<file path="config.mk">
export PLATFORM = sky130hd
export DESIGN_NAME = double_byte_glyph_address_decoder_unit
export DESIGN_NICKNAME = d
export VERILOG_FILES = /design/src/rtl/core/dbgad_pkg.sv /design/src/rtl/core/dbgad_front.sv /design/src/rtl/core/dbgad_queue.sv /design/src/rtl/core/dbgad_back.sv /design/src/rtl/core/double_byte_glyph_address_decoder_unit.sv
export VERILOG_INCLUDE_DIRS = /design/src /design/src/rtl/core
export SDC_FILE = /design/constraint.sdc
export NUM_CORES = 1
export LEC_CHECK = 0
export BUFFER_PORTS_ARGS = -buffer_cell sky130_fd_sc_hd__clkbuf_2
export CELL_PAD_IN_SITES_DETAIL_PLACEMENT = 0
export CELL_PAD_IN_SITES_GLOBAL_PLACEMENT = 1
export CORE_ASPECT_RATIO = 1.1
export CORE_MARGIN = 5
export CORE_UTILIZATION = 50
export DETAILED_ROUTE_END_ITERATION = 10
export MAX_ROUTING_LAYER = met4
export PLACE_DENSITY = 0.9
export SETUP_SLACK_MARGIN = 0.5
export SYNTH_ARGS = -nofsm -noshare
export SYNTH_HDL_FRONTEND = slang
export SYNTH_SLANG_ARGS = --single-unit
</file>
<file path="constraint.sdc">
create_clock -name i_clk -period 7.28 [get_ports i_clk]
set_clock_uncertainty 0.05 [all_clocks]
set_input_delay 0.364 -clock i_clk [delete_from_list [all_inputs] [get_ports i_clk]]
set_output_delay 0.364 -clock i_clk [all_outputs]
set_load 0.01 [all_outputs]
</file>
<file path="src/rtl/core/double_byte_glyph_address_decoder_unit_macros.svh">
// ----------------------------------------------------------------------------
// Assertion macros for the glyph address decoder
// Shared property wrappers, clocked on the rising edge, off during reset.
// ----------------------------------------------------------------------------
`ifndef DOUBLE_BYTE_GLYPH_ADDRESS_DECODER_UNIT_MACROS_SVH
`define DOUBLE_BYTE_GLYPH_ADDRESS_DECODER_UNIT_MACROS_SVH

// Same-cycle implication.
`define DBGAD_ASSERT_NOW(label, clk, rst_n, ante, cons, msg) \
    label: assert property (@(posedge clk) disable iff (!rst_n) (ante) |-> (cons)) \
        else $error(msg);

// Next-cycle implication.
`define DBGAD_ASSERT_NEXT(label, clk, rst_n, ante, cons, msg) \
    label: assert property (@(posedge clk) disable iff (!rst_n) (ante) |=> (cons)) \
        else $error(msg);

`endif

</file>
<file path="src/rtl/core/dbgad_pkg.sv">
// ----------------------------------------------------------------------------
// dbgad_pkg
// Types and constants shared by the glyph address decoder modules.
// ----------------------------------------------------------------------------
package dbgad_pkg;

    localparam int HALF_GLYPH_BYTES = 16;
    localparam int KANJI_BASE       = 4096;
    localparam int KANJI_ROW        = 94;
    localparam int SJIS_ROW_SHIFT   = 62;

    localparam int OFF_W = 20;
    localparam int X_W   = 16;
    localparam int SX_W  = 12;

    localparam logic [7:0] SJIS_LEAD_A_LO = 8'h81;
    localparam logic [7:0] SJIS_LEAD_A_HI = 8'h9f;
    localparam logic [7:0] SJIS_LEAD_B_LO = 8'he0;
    localparam logic [7:0] SJIS_LEAD_B_HI = 8'hfc;
    localparam logic [7:0] SJIS_TRL_A_LO  = 8'h40;
    localparam logic [7:0] SJIS_TRL_A_HI  = 8'h7e;
    localparam logic [7:0] SJIS_TRL_B_LO  = 8'h80;
    localparam logic [7:0] SJIS_TRL_B_HI  = 8'h9e;
    localparam logic [7:0] SJIS_TRL_C_LO  = 8'h9f;
    localparam logic [7:0] EUC_LEAD_LO    = 8'h81;
    localparam logic [7:0] EUC_LEAD_HI    = 8'hfe;
    localparam logic [7:0] EUC_BASE       = 8'ha1;

    localparam int QUEUE_DEPTH = 4;
    localparam int QUEUE_AW    = $clog2(QUEUE_DEPTH);

    typedef enum logic [1:0] {
        MODE_ASCII = 2'd0,
        MODE_SJIS  = 2'd1,
        MODE_EUC   = 2'd2,
        MODE_OFF   = 2'd3
    } t_mode;

    typedef enum logic {
        KIND_HALF  = 1'b0,
        KIND_KANJI = 1'b1
    } t_kind;

    typedef struct packed {
        t_kind              kind;
        logic               bank;
        logic [OFF_W-1:0]   offset;
        logic [X_W-1:0]     x;
    } t_job;

endpackage

</file>
<file path="src/rtl/core/dbgad_front.sv">
// ----------------------------------------------------------------------------
// dbgad_front
// Accepts text bytes, tracks column and pending lead byte, and turns each
// single byte or lead/trail pair into a glyph job for the queue, except in the blank mode.
// ----------------------------------------------------------------------------
module dbgad_front (
    input  logic                          i_clk,
    input  logic                          i_rst_n,
    input  logic                          i_cfg_valid,
    input  logic [1:0]                    i_cfg_data,
    input  logic                          i_accept,
    input  logic [7:0]                    i_code,
    input  logic                          i_start,
    input  logic [dbgad_pkg::SX_W-1:0]    i_start_x,
    output logic                          o_push,
    output dbgad_pkg::t_job               o_job
);

    dbgad_pkg::t_mode                r_mode;
    logic [7:0]                      r_pending;
    logic [dbgad_pkg::X_W-1:0]       r_column;
    logic [7:0]                      n_pending;
    logic [dbgad_pkg::X_W-1:0]       n_column;

    logic [dbgad_pkg::X_W-1:0]       col_eff;
    logic [dbgad_pkg::OFF_W-1:0]     half_off;
    logic                            sj_lead_a;
    logic                            sj_lead_b;
    logic [10:0]                     k_sj;
    logic [9:0]                      t_sj;
    logic [10:0]                     k_euc;
    logic [9:0]                      t_euc;
    logic [10:0]                     k_sel;
    logic [9:0]                      t_sel;
    logic [dbgad_pkg::OFF_W-1:0]     idx;
    logic [dbgad_pkg::OFF_W-1:0]     kanji_off;
    logic                            push;

    assign col_eff  = i_start ? dbgad_pkg::X_W'(i_start_x) : r_column;
    assign half_off = dbgad_pkg::OFF_W'(i_code)
                    * dbgad_pkg::OFF_W'(dbgad_pkg::HALF_GLYPH_BYTES);

    assign sj_lead_a = (i_code >= dbgad_pkg::SJIS_LEAD_A_LO) &&
                       (i_code <= dbgad_pkg::SJIS_LEAD_A_HI);
    assign sj_lead_b = (i_code >= dbgad_pkg::SJIS_LEAD_B_LO) &&
                       (i_code <= dbgad_pkg::SJIS_LEAD_B_HI);

    // Row and cell indexes, two's complement; out-of-range bytes go negative.
    always_comb begin
        logic [10:0] k_base;
        if ((r_pending >= dbgad_pkg::SJIS_LEAD_A_LO) &&
            (r_pending <= dbgad_pkg::SJIS_LEAD_A_HI)) begin
            k_base = (11'(r_pending) - 11'(dbgad_pkg::SJIS_LEAD_A_LO)) << 1;
        end else begin
            k_base = ((11'(r_pending) - 11'(dbgad_pkg::SJIS_LEAD_B_LO)) << 1)
                   + 11'(dbgad_pkg::SJIS_ROW_SHIFT);
        end
        priority if ((i_code >= dbgad_pkg::SJIS_TRL_A_LO) &&
                     (i_code <= dbgad_pkg::SJIS_TRL_A_HI)) begin
            t_sj = 10'(i_code) - 10'(dbgad_pkg::SJIS_TRL_A_LO);
            k_sj = k_base;
        end else if ((i_code >= dbgad_pkg::SJIS_TRL_B_LO) &&
                     (i_code <= dbgad_pkg::SJIS_TRL_B_HI)) begin
            t_sj = 10'(i_code) - 10'(dbgad_pkg::SJIS_TRL_B_LO) + 10'd63;
            k_sj = k_base;
        end else begin
            t_sj = 10'(i_code) - 10'(dbgad_pkg::SJIS_TRL_C_LO);
            k_sj = k_base + 11'd1;
        end
    end

    assign k_euc = 11'(r_pending) - 11'(dbgad_pkg::EUC_BASE);
    assign t_euc = 10'(i_code) - 10'(dbgad_pkg::EUC_BASE);

    assign k_sel = (r_mode == dbgad_pkg::MODE_EUC) ? k_euc : k_sj;
    assign t_sel = (r_mode == dbgad_pkg::MODE_EUC) ? t_euc : t_sj;

    assign idx = {{(dbgad_pkg::OFF_W-11){k_sel[10]}}, k_sel}
               * dbgad_pkg::OFF_W'(dbgad_pkg::KANJI_ROW)
               + {{(dbgad_pkg::OFF_W-10){t_sel[9]}}, t_sel};
    assign kanji_off = dbgad_pkg::OFF_W'(dbgad_pkg::KANJI_BASE)
                     + idx * dbgad_pkg::OFF_W'(2 * dbgad_pkg::HALF_GLYPH_BYTES);

    always_comb begin
        n_pending   = r_pending;
        push        = 1'b0;
        o_job.kind  = dbgad_pkg::KIND_HALF;
        o_job.bank  = 1'b1;
        o_job.offset = half_off;
        o_job.x     = col_eff;
        unique case (r_mode)
            dbgad_pkg::MODE_ASCII: begin
                push       = 1'b1;
                o_job.bank = 1'b0;
            end
            dbgad_pkg::MODE_SJIS: begin
                if (r_pending == 8'd0) begin
                    if (sj_lead_a || sj_lead_b) begin
                        n_pending = i_code;
                    end else begin
                        push = 1'b1;
                    end
                end else begin
                    push         = 1'b1;
                    n_pending    = 8'd0;
                    o_job.kind   = dbgad_pkg::KIND_KANJI;
                    o_job.offset = kanji_off;
                end
            end
            dbgad_pkg::MODE_EUC: begin
                if (r_pending == 8'd0) begin
                    if ((i_code >= dbgad_pkg::EUC_LEAD_LO) &&
                        (i_code <= dbgad_pkg::EUC_LEAD_HI)) begin
                        n_pending = i_code;
                    end else begin
                        push = 1'b1;
                    end
                end else begin
                    push         = 1'b1;
                    n_pending    = 8'd0;
                    o_job.kind   = dbgad_pkg::KIND_KANJI;
                    o_job.offset = kanji_off;
                end
            end
            dbgad_pkg::MODE_OFF: begin
                n_pending = r_pending;
            end
            default: begin
                n_pending = r_pending;
            end
        endcase
    end

    // Column still loads in the blank mode, but does not advance.
    assign n_column = (r_mode == dbgad_pkg::MODE_OFF) ? col_eff
                                                      : col_eff + dbgad_pkg::X_W'(8);
    assign o_push   = i_accept && push;

    always_ff @(posedge i_clk) begin
        if (!i_rst_n) begin
            r_mode    <= dbgad_pkg::MODE_ASCII;
            r_pending <= 8'd0;
            r_column  <= '0;
        end else begin
            if (i_cfg_valid) begin
                r_mode <= dbgad_pkg::t_mode'(i_cfg_data);
            end
            if (i_accept) begin
                r_pending <= n_pending;
                r_column  <= n_column;
            end
        end
    end

endmodule

</file>
<file path="src/rtl/core/dbgad_queue.sv">
// ----------------------------------------------------------------------------
// dbgad_queue
// Short FIFO of glyph jobs between the front and back parts.
// ----------------------------------------------------------------------------
`include "double_byte_glyph_address_decoder_unit_macros.svh"

module dbgad_queue (
    input  logic              i_clk,
    input  logic              i_rst_n,
    input  logic              i_push,
    input  dbgad_pkg::t_job   i_job,
    input  logic              i_pop,
    output logic              o_full,
    output logic              o_valid,
    output dbgad_pkg::t_job   o_job
);

    dbgad_pkg::t_job                  r_mem [dbgad_pkg::QUEUE_DEPTH];
    logic [dbgad_pkg::QUEUE_AW-1:0]   r_wr_ptr;
    logic [dbgad_pkg::QUEUE_AW-1:0]   r_rd_ptr;
    logic [dbgad_pkg::QUEUE_AW:0]     r_count;

    assign o_full  = (r_count == (dbgad_pkg::QUEUE_AW+1)'(dbgad_pkg::QUEUE_DEPTH));
    assign o_valid = (r_count != '0);
    assign o_job   = r_mem[r_rd_ptr];

    always_ff @(posedge i_clk) begin
        if (i_push) begin
            r_mem[r_wr_ptr] <= i_job;
        end
    end

    always_ff @(posedge i_clk) begin
        if (!i_rst_n) begin
            r_wr_ptr <= '0;
            r_rd_ptr <= '0;
            r_count  <= '0;
        end else begin
            if (i_push) begin
                r_wr_ptr <= r_wr_ptr + 1'b1;
            end
            if (i_pop) begin
                r_rd_ptr <= r_rd_ptr + 1'b1;
            end
            unique case ({i_push, i_pop})
                2'b10:   r_count <= r_count + 1'b1;
                2'b01:   r_count <= r_count - 1'b1;
                default: r_count <= r_count;
            endcase
        end
    end

    `DBGAD_ASSERT_NOW(a_no_overflow, i_clk, i_rst_n, i_push, !o_full || i_pop, "queue push while full")
    `DBGAD_ASSERT_NOW(a_no_underflow, i_clk, i_rst_n, i_pop, o_valid, "queue pop while empty")

endmodule

</file>
<file path="src/rtl/core/dbgad_back.sv">
// ----------------------------------------------------------------------------
// dbgad_back
// Pops glyph jobs and drives result beats; a full-width job yields its left
// half then its right half.
// ----------------------------------------------------------------------------
`include "double_byte_glyph_address_decoder_unit_macros.svh"

module dbgad_back (
    input  logic                           i_clk,
    input  logic                           i_rst_n,
    input  logic                           i_q_valid,
    input  dbgad_pkg::t_job                i_q_job,
    output logic                           o_pop,
    output logic                           o_valid,
    input  logic                           i_ready,
    output logic                           o_bank,
    output logic [dbgad_pkg::OFF_W-1:0]    o_offset,
    output logic [dbgad_pkg::X_W-1:0]      o_x,
    output logic                           o_last
);

    logic                           r_valid;
    logic                           r_phase;
    logic                           r_bank;
    logic [dbgad_pkg::OFF_W-1:0]    r_offset;
    logic [dbgad_pkg::X_W-1:0]      r_x;
    logic                           r_last;
    logic                           load;
    logic                           left_half;

    assign load      = !r_valid || i_ready;
    assign left_half = (i_q_job.kind == dbgad_pkg::KIND_KANJI) && !r_phase;
    assign o_pop     = load && i_q_valid && !left_half;

    always_ff @(posedge i_clk) begin
        if (!i_rst_n) begin
            r_valid <= 1'b0;
            r_phase <= 1'b0;
        end else if (load) begin
            r_valid <= i_q_valid;
            if (i_q_valid) begin
                r_phase <= left_half;
            end
        end
    end

    always_ff @(posedge i_clk) begin
        if (load && i_q_valid) begin
            r_bank <= i_q_job.bank;
            if (left_half) begin
                r_offset <= i_q_job.offset;
                r_x      <= i_q_job.x - dbgad_pkg::X_W'(8);
                r_last   <= 1'b0;
            end else if (i_q_job.kind == dbgad_pkg::KIND_KANJI) begin
                r_offset <= i_q_job.offset
                          + dbgad_pkg::OFF_W'(dbgad_pkg::HALF_GLYPH_BYTES);
                r_x      <= i_q_job.x;
                r_last   <= 1'b1;
            end else begin
                r_offset <= i_q_job.offset;
                r_x      <= i_q_job.x;
                r_last   <= 1'b1;
            end
        end
    end

    assign o_valid  = r_valid;
    assign o_bank   = r_bank;
    assign o_offset = r_offset;
    assign o_x      = r_x;
    assign o_last   = r_last;

    `DBGAD_ASSERT_NOW(a_phase_holds_job, i_clk, i_rst_n, r_phase, i_q_valid && r_valid && !r_last, "right half pending without its job")
    `DBGAD_ASSERT_NEXT(a_right_follows_left, i_clk, i_rst_n, r_valid && !r_last && i_ready, r_valid && r_last && r_bank, "left half not followed by right half")
    `DBGAD_ASSERT_NOW(a_left_is_national, i_clk, i_rst_n, r_valid && !r_last, r_bank, "split glyph outside national font")

endmodule

</file>
<file path="src/rtl/core/double_byte_glyph_address_decoder_unit.sv">
// An accepted byte's glyph job is written into the job queue, then into the back part's output register.
// Throughput: one byte per cycle while the queue is not full; a full-width trail byte gives two beats, so
// the output side sets the sustained rate to one beat per cycle while i_m_tready is high.
// A four-entry job queue between front and back absorbs output stalls.
// Reset (i_rst_n low, synchronous): ASCII mode, column 0, no lead, queue empty.
// ----------------------------------------------------------------------------
// double_byte_glyph_address_decoder_unit
// Text byte stream in, font glyph address and screen column beats out.
// ----------------------------------------------------------------------------
module double_byte_glyph_address_decoder_unit (
    input  logic          i_clk,
    input  logic          i_rst_n,
    input  logic          i_cfg_valid,
    output logic          o_cfg_ready,
    input  logic [1:0]    i_cfg_data,     // language_mode
    input  logic          i_s_tvalid,
    output logic          o_s_tready,
    input  logic [23:0]   i_s_tdata,      // code_byte[7:0], start_x[19:8], zero pad
    input  logic          i_s_tuser,      // string_start
    output logic          o_m_tvalid,
    input  logic          i_m_tready,
    output logic [39:0]   o_m_tdata,      // glyph_offset[19:0], draw_x[35:20], zero pad
    output logic          o_m_tuser,      // font_bank
    output logic          o_m_tlast       // last
);

    logic                           accept;
    logic                           push;
    logic                           pop;
    logic                           q_full;
    logic                           q_valid;
    dbgad_pkg::t_job                f_job;
    dbgad_pkg::t_job                q_job;
    logic [dbgad_pkg::OFF_W-1:0]    offset;
    logic [dbgad_pkg::X_W-1:0]      draw_x;

    assign o_cfg_ready = 1'b1;
    assign o_s_tready  = !q_full;
    assign accept      = i_s_tvalid && !q_full;

    dbgad_front u_front (
        .i_clk       (i_clk),
        .i_rst_n     (i_rst_n),
        .i_cfg_valid (i_cfg_valid),
        .i_cfg_data  (i_cfg_data),
        .i_accept    (accept),
        .i_code      (i_s_tdata[7:0]),
        .i_start     (i_s_tuser),
        .i_start_x   (i_s_tdata[19:8]),
        .o_push      (push),
        .o_job       (f_job)
    );

    dbgad_queue u_queue (
        .i_clk   (i_clk),
        .i_rst_n (i_rst_n),
        .i_push  (push),
        .i_job   (f_job),
        .i_pop   (pop),
        .o_full  (q_full),
        .o_valid (q_valid),
        .o_job   (q_job)
    );

    dbgad_back u_back (
        .i_clk     (i_clk),
        .i_rst_n   (i_rst_n),
        .i_q_valid (q_valid),
        .i_q_job   (q_job),
        .o_pop     (pop),
        .o_valid   (o_m_tvalid),
        .i_ready   (i_m_tready),
        .o_bank    (o_m_tuser),
        .o_offset  (offset),
        .o_x       (draw_x),
        .o_last    (o_m_tlast)
    );

    assign o_m_tdata = {4'b0000, draw_x, offset};

endmodule
</file>
==> results.cfg <==
[timing]
period_needed_ps = 6370
setup_viol = 0
min_period_over_period_pct = 87.5
tightest_slew_ps = 839
rsz0062_at_grt = no
layout_setup_ws_ps = 910
max_freq_ghz = 0.157
hold_viol_final = 0
fin_tns_setup_ps = 0
slew_violations = 0
slew_headroom_pct = 44.1

[cells_and_area]
drive_gt1_share_pct = 17.6
fillers = 1961
fin_area_mm2 = 0.0134
antenna_cells = 0
final_nets = 1215
area_delta_synth_final_pct = 11.8

[yosys]
synthFlopType = edfxtp_1
ys_seq_elements = 207
synth_seq_area_share_pct = 48.8
synth-compound-area-share_pct = 8.91
yosysMostFrequentCell = edfxtp_1
yosysTopAreaCell = edfxtp_1
synthSimpleGateAreaFrac_pct = 11.4
syn_area_mm2 = 0.0120
yosysWarnings = 0
synth_commonest_cells = edfxtp_1 (170), inv_1 (94), nand2_1 (86)
synthAdderAreaFrac_pct = 11.6
avgSynthCellArea_um2 = 11.8
synth_cell_type_count = 78
synth_mux_area_share_pct = 7.88
synth_edf_count = 170
synthXorXnorAreaFrac_pct = 6.40
async_reset_ff_share_pct = 0
synth_area_leaders = edfxtp_1 (43%), ha_1 (7.2%), mux4_2 (6.2%)
synth_top_family_by_area = adder cells
synth_top_area_share_pct = 42.6
netlist_instances = 1017

[cts]
clock_latency_ps = 500
cts_tree = done
cts.sinks = 207
cts_root_buffer = clkbuf_16
clock_path_buffers = 3
htreeDepth = 1
clk_pin_slew_ps = 60
cts_made_buffers = 20
hold_buffers = 0

[global_routing]
antenna_found_initial = 0
top_usage_layer = met2
gr-usage-met3_pct = 2.80
track_usage_pct = 18.8
grt_util_met2_pct = 32.4
use_met1_pct = 23.5
gr-total-overflow = 0
grt_start_max_net_pins = 38
grt_pass1_wl_um = 39500
grt_pass1_vias = 7730

[placement]
dp_hpwl_um = 16700
portBuffers = 63
routabilityCongestion = 0.891
post_dp_cell_area_mm2 = 0.0126
pre_cts_slack_ps = 553

[worst_setup_path]
cp-start-kind = flop
crit_arrival_ps = 6620
crit_buf_inv = 3
max_stage_delay_ps = 530
crit_top_cell = fa_1
worstSetupPathType = reg -> reg
worstPathMaxFanout = 10
cp.required_ps = 7530
endpoint_kind = flop
path_delay_family = adder cells
slowest_stage = fa_1

[floorplan]
coreArea_mm2 = 0.0236
initial_core_util_pct = 50.7
ioPinCount = 77
die_x_um = 158
die_y_um = 172
dieArea_mm2 = 0.0272
rows = 59

[routing]
via_per_inst = 5.40
num_vias = 7594
routed_wl_um = 24100
wl_per_cell_um = 17.1
route.antenna.remaining_nets = 0
drc = 0
drt_pass1_iterations = 5
drt_iter0_markers = 360

[job]
cap_violations = 0

[run_status]
outcome = finished, final reports clean

[worst_hold_path]
hp-class = in -> reg
metal layers:
| layer | vias up | part of all wire (%) |
|---|---|---|
| li1 | 3730 | - |
| met1 | 3669 | 43 |
| met2 | 165 | 51 |
| met3 | 30 | 4.7 |
| met4 | 0 | 1.8 |
| met5 | - | 0 |
worst min-delay path: stages:
cell and delay (ps):
clkbuf_2 80, mux2i_1 60, nor2b_1 90
metrics by stage:
step	cells	hold WS, ps	utilization (%)
2_1_floorplan	1024	388	-
3_3_place_gp	1366	401	53.4
3_5_place_dp	1366	412	53.4
4_1_cts	1402	72.0	56.2
5_1_grt	1407	98.8	56.7
6_report	1407	80.6	56.7
placed cells by master, fill, tap and decap left out, types with 5 or more instances in the layout:
cell,n
edfxtp_1,170
inv_1,94
nand2_1,86
ha_1,68
clkbuf_2,63
xnor2_1,61
nor2_1,50
o21ai_0,38
mux4_2,33
nand3_1,32
a21oi_1,32
dfxtp_1,32
fa_1,26
and2_1,25
xor2_1,22
buf_4,22
clkbuf_16,20
nor2b_1,18
a21boi_0,14
nand2b_1,12
mux2i_1,11
conb_1,9
nor3_1,8
mux2_2,8
a21o_1,8
a31oi_1,6
o21a_1,6
o211ai_1,5
o31ai_1,5
clkinv_1,5
nor4_1,5
nand4_1,5
o22ai_1,5
a21boi_1,5
clkinv_2,5
state kept, by name, summed over array words and instances, names as in the netlist, named ones only:
register / count
u_front.r_mode: 2
u_back.o_bank: 1
u_queue.r_mem: 136
u_back.r_phase: 1
u_back.o_last: 1
u_back.o_x: 16
u_back.o_offset: 16
u_front.r_column: 16
u_queue.r_count: 3
u_queue.r_wr_ptr: 2
u_back.o_valid: 1
u_front.r_pending: 8
u_queue.r_rd_ptr: 2
cell families (layout without fill, tap and decap cells):
group                      Yosys count  after routing
adders and majority gates           95             95
muxes                               52             52
xor gates and xnor gates            86             86
AOI/OAI and AO/OA                  163            163
other                                2              9
DFF                                207            207
buffers and inverters              140            218
and+or+nand+nor                    272            272
worst paths after layout:
kind                                                   startpoint                                to  slack (ps)  depth (start not counted)
worst max-delay path            u_front.r_pending[2]$_SDFFE_PN0P_    u_queue.r_mem[0][35]$_DFFE_PP_         910                         28
worst max register to register  u_front.r_pending[2]$_SDFFE_PN0P_    u_queue.r_mem[0][35]$_DFFE_PP_         910                         28
worst min register to register   u_front.r_column[4]$_SDFFE_PN0P_  u_front.r_column[4]$_SDFFE_PN0P_         420                          2
worst min-delay path                                i_cfg_data[1]    u_front.r_mode[1]$_SDFFE_PN0P_          80                          3
final cells by class:
class / count / area [um2] / share of cell area, %
well taps: 305 / 382 / 2.85
clock inverters: 14 / 159 / 1.19
repair buffers: 85 / 480 / 3.59
inverters: 97 / 364 / 2.72
clock buffers: 22 / 508 / 3.79
flip-flops and latches: 207 / 5850 / 43.7
multi-input cells: 677 / 5640 / 42.1
repair_timing:
action | CTS | global route
setup buffers | 0 | 5
endpoints found under the setup margin | 0 | 12
resized for setup | 0 | 19
Power is not shown: default switching activity piles up to over one toggle a cycle in this logic, so the estimate is an artifact.
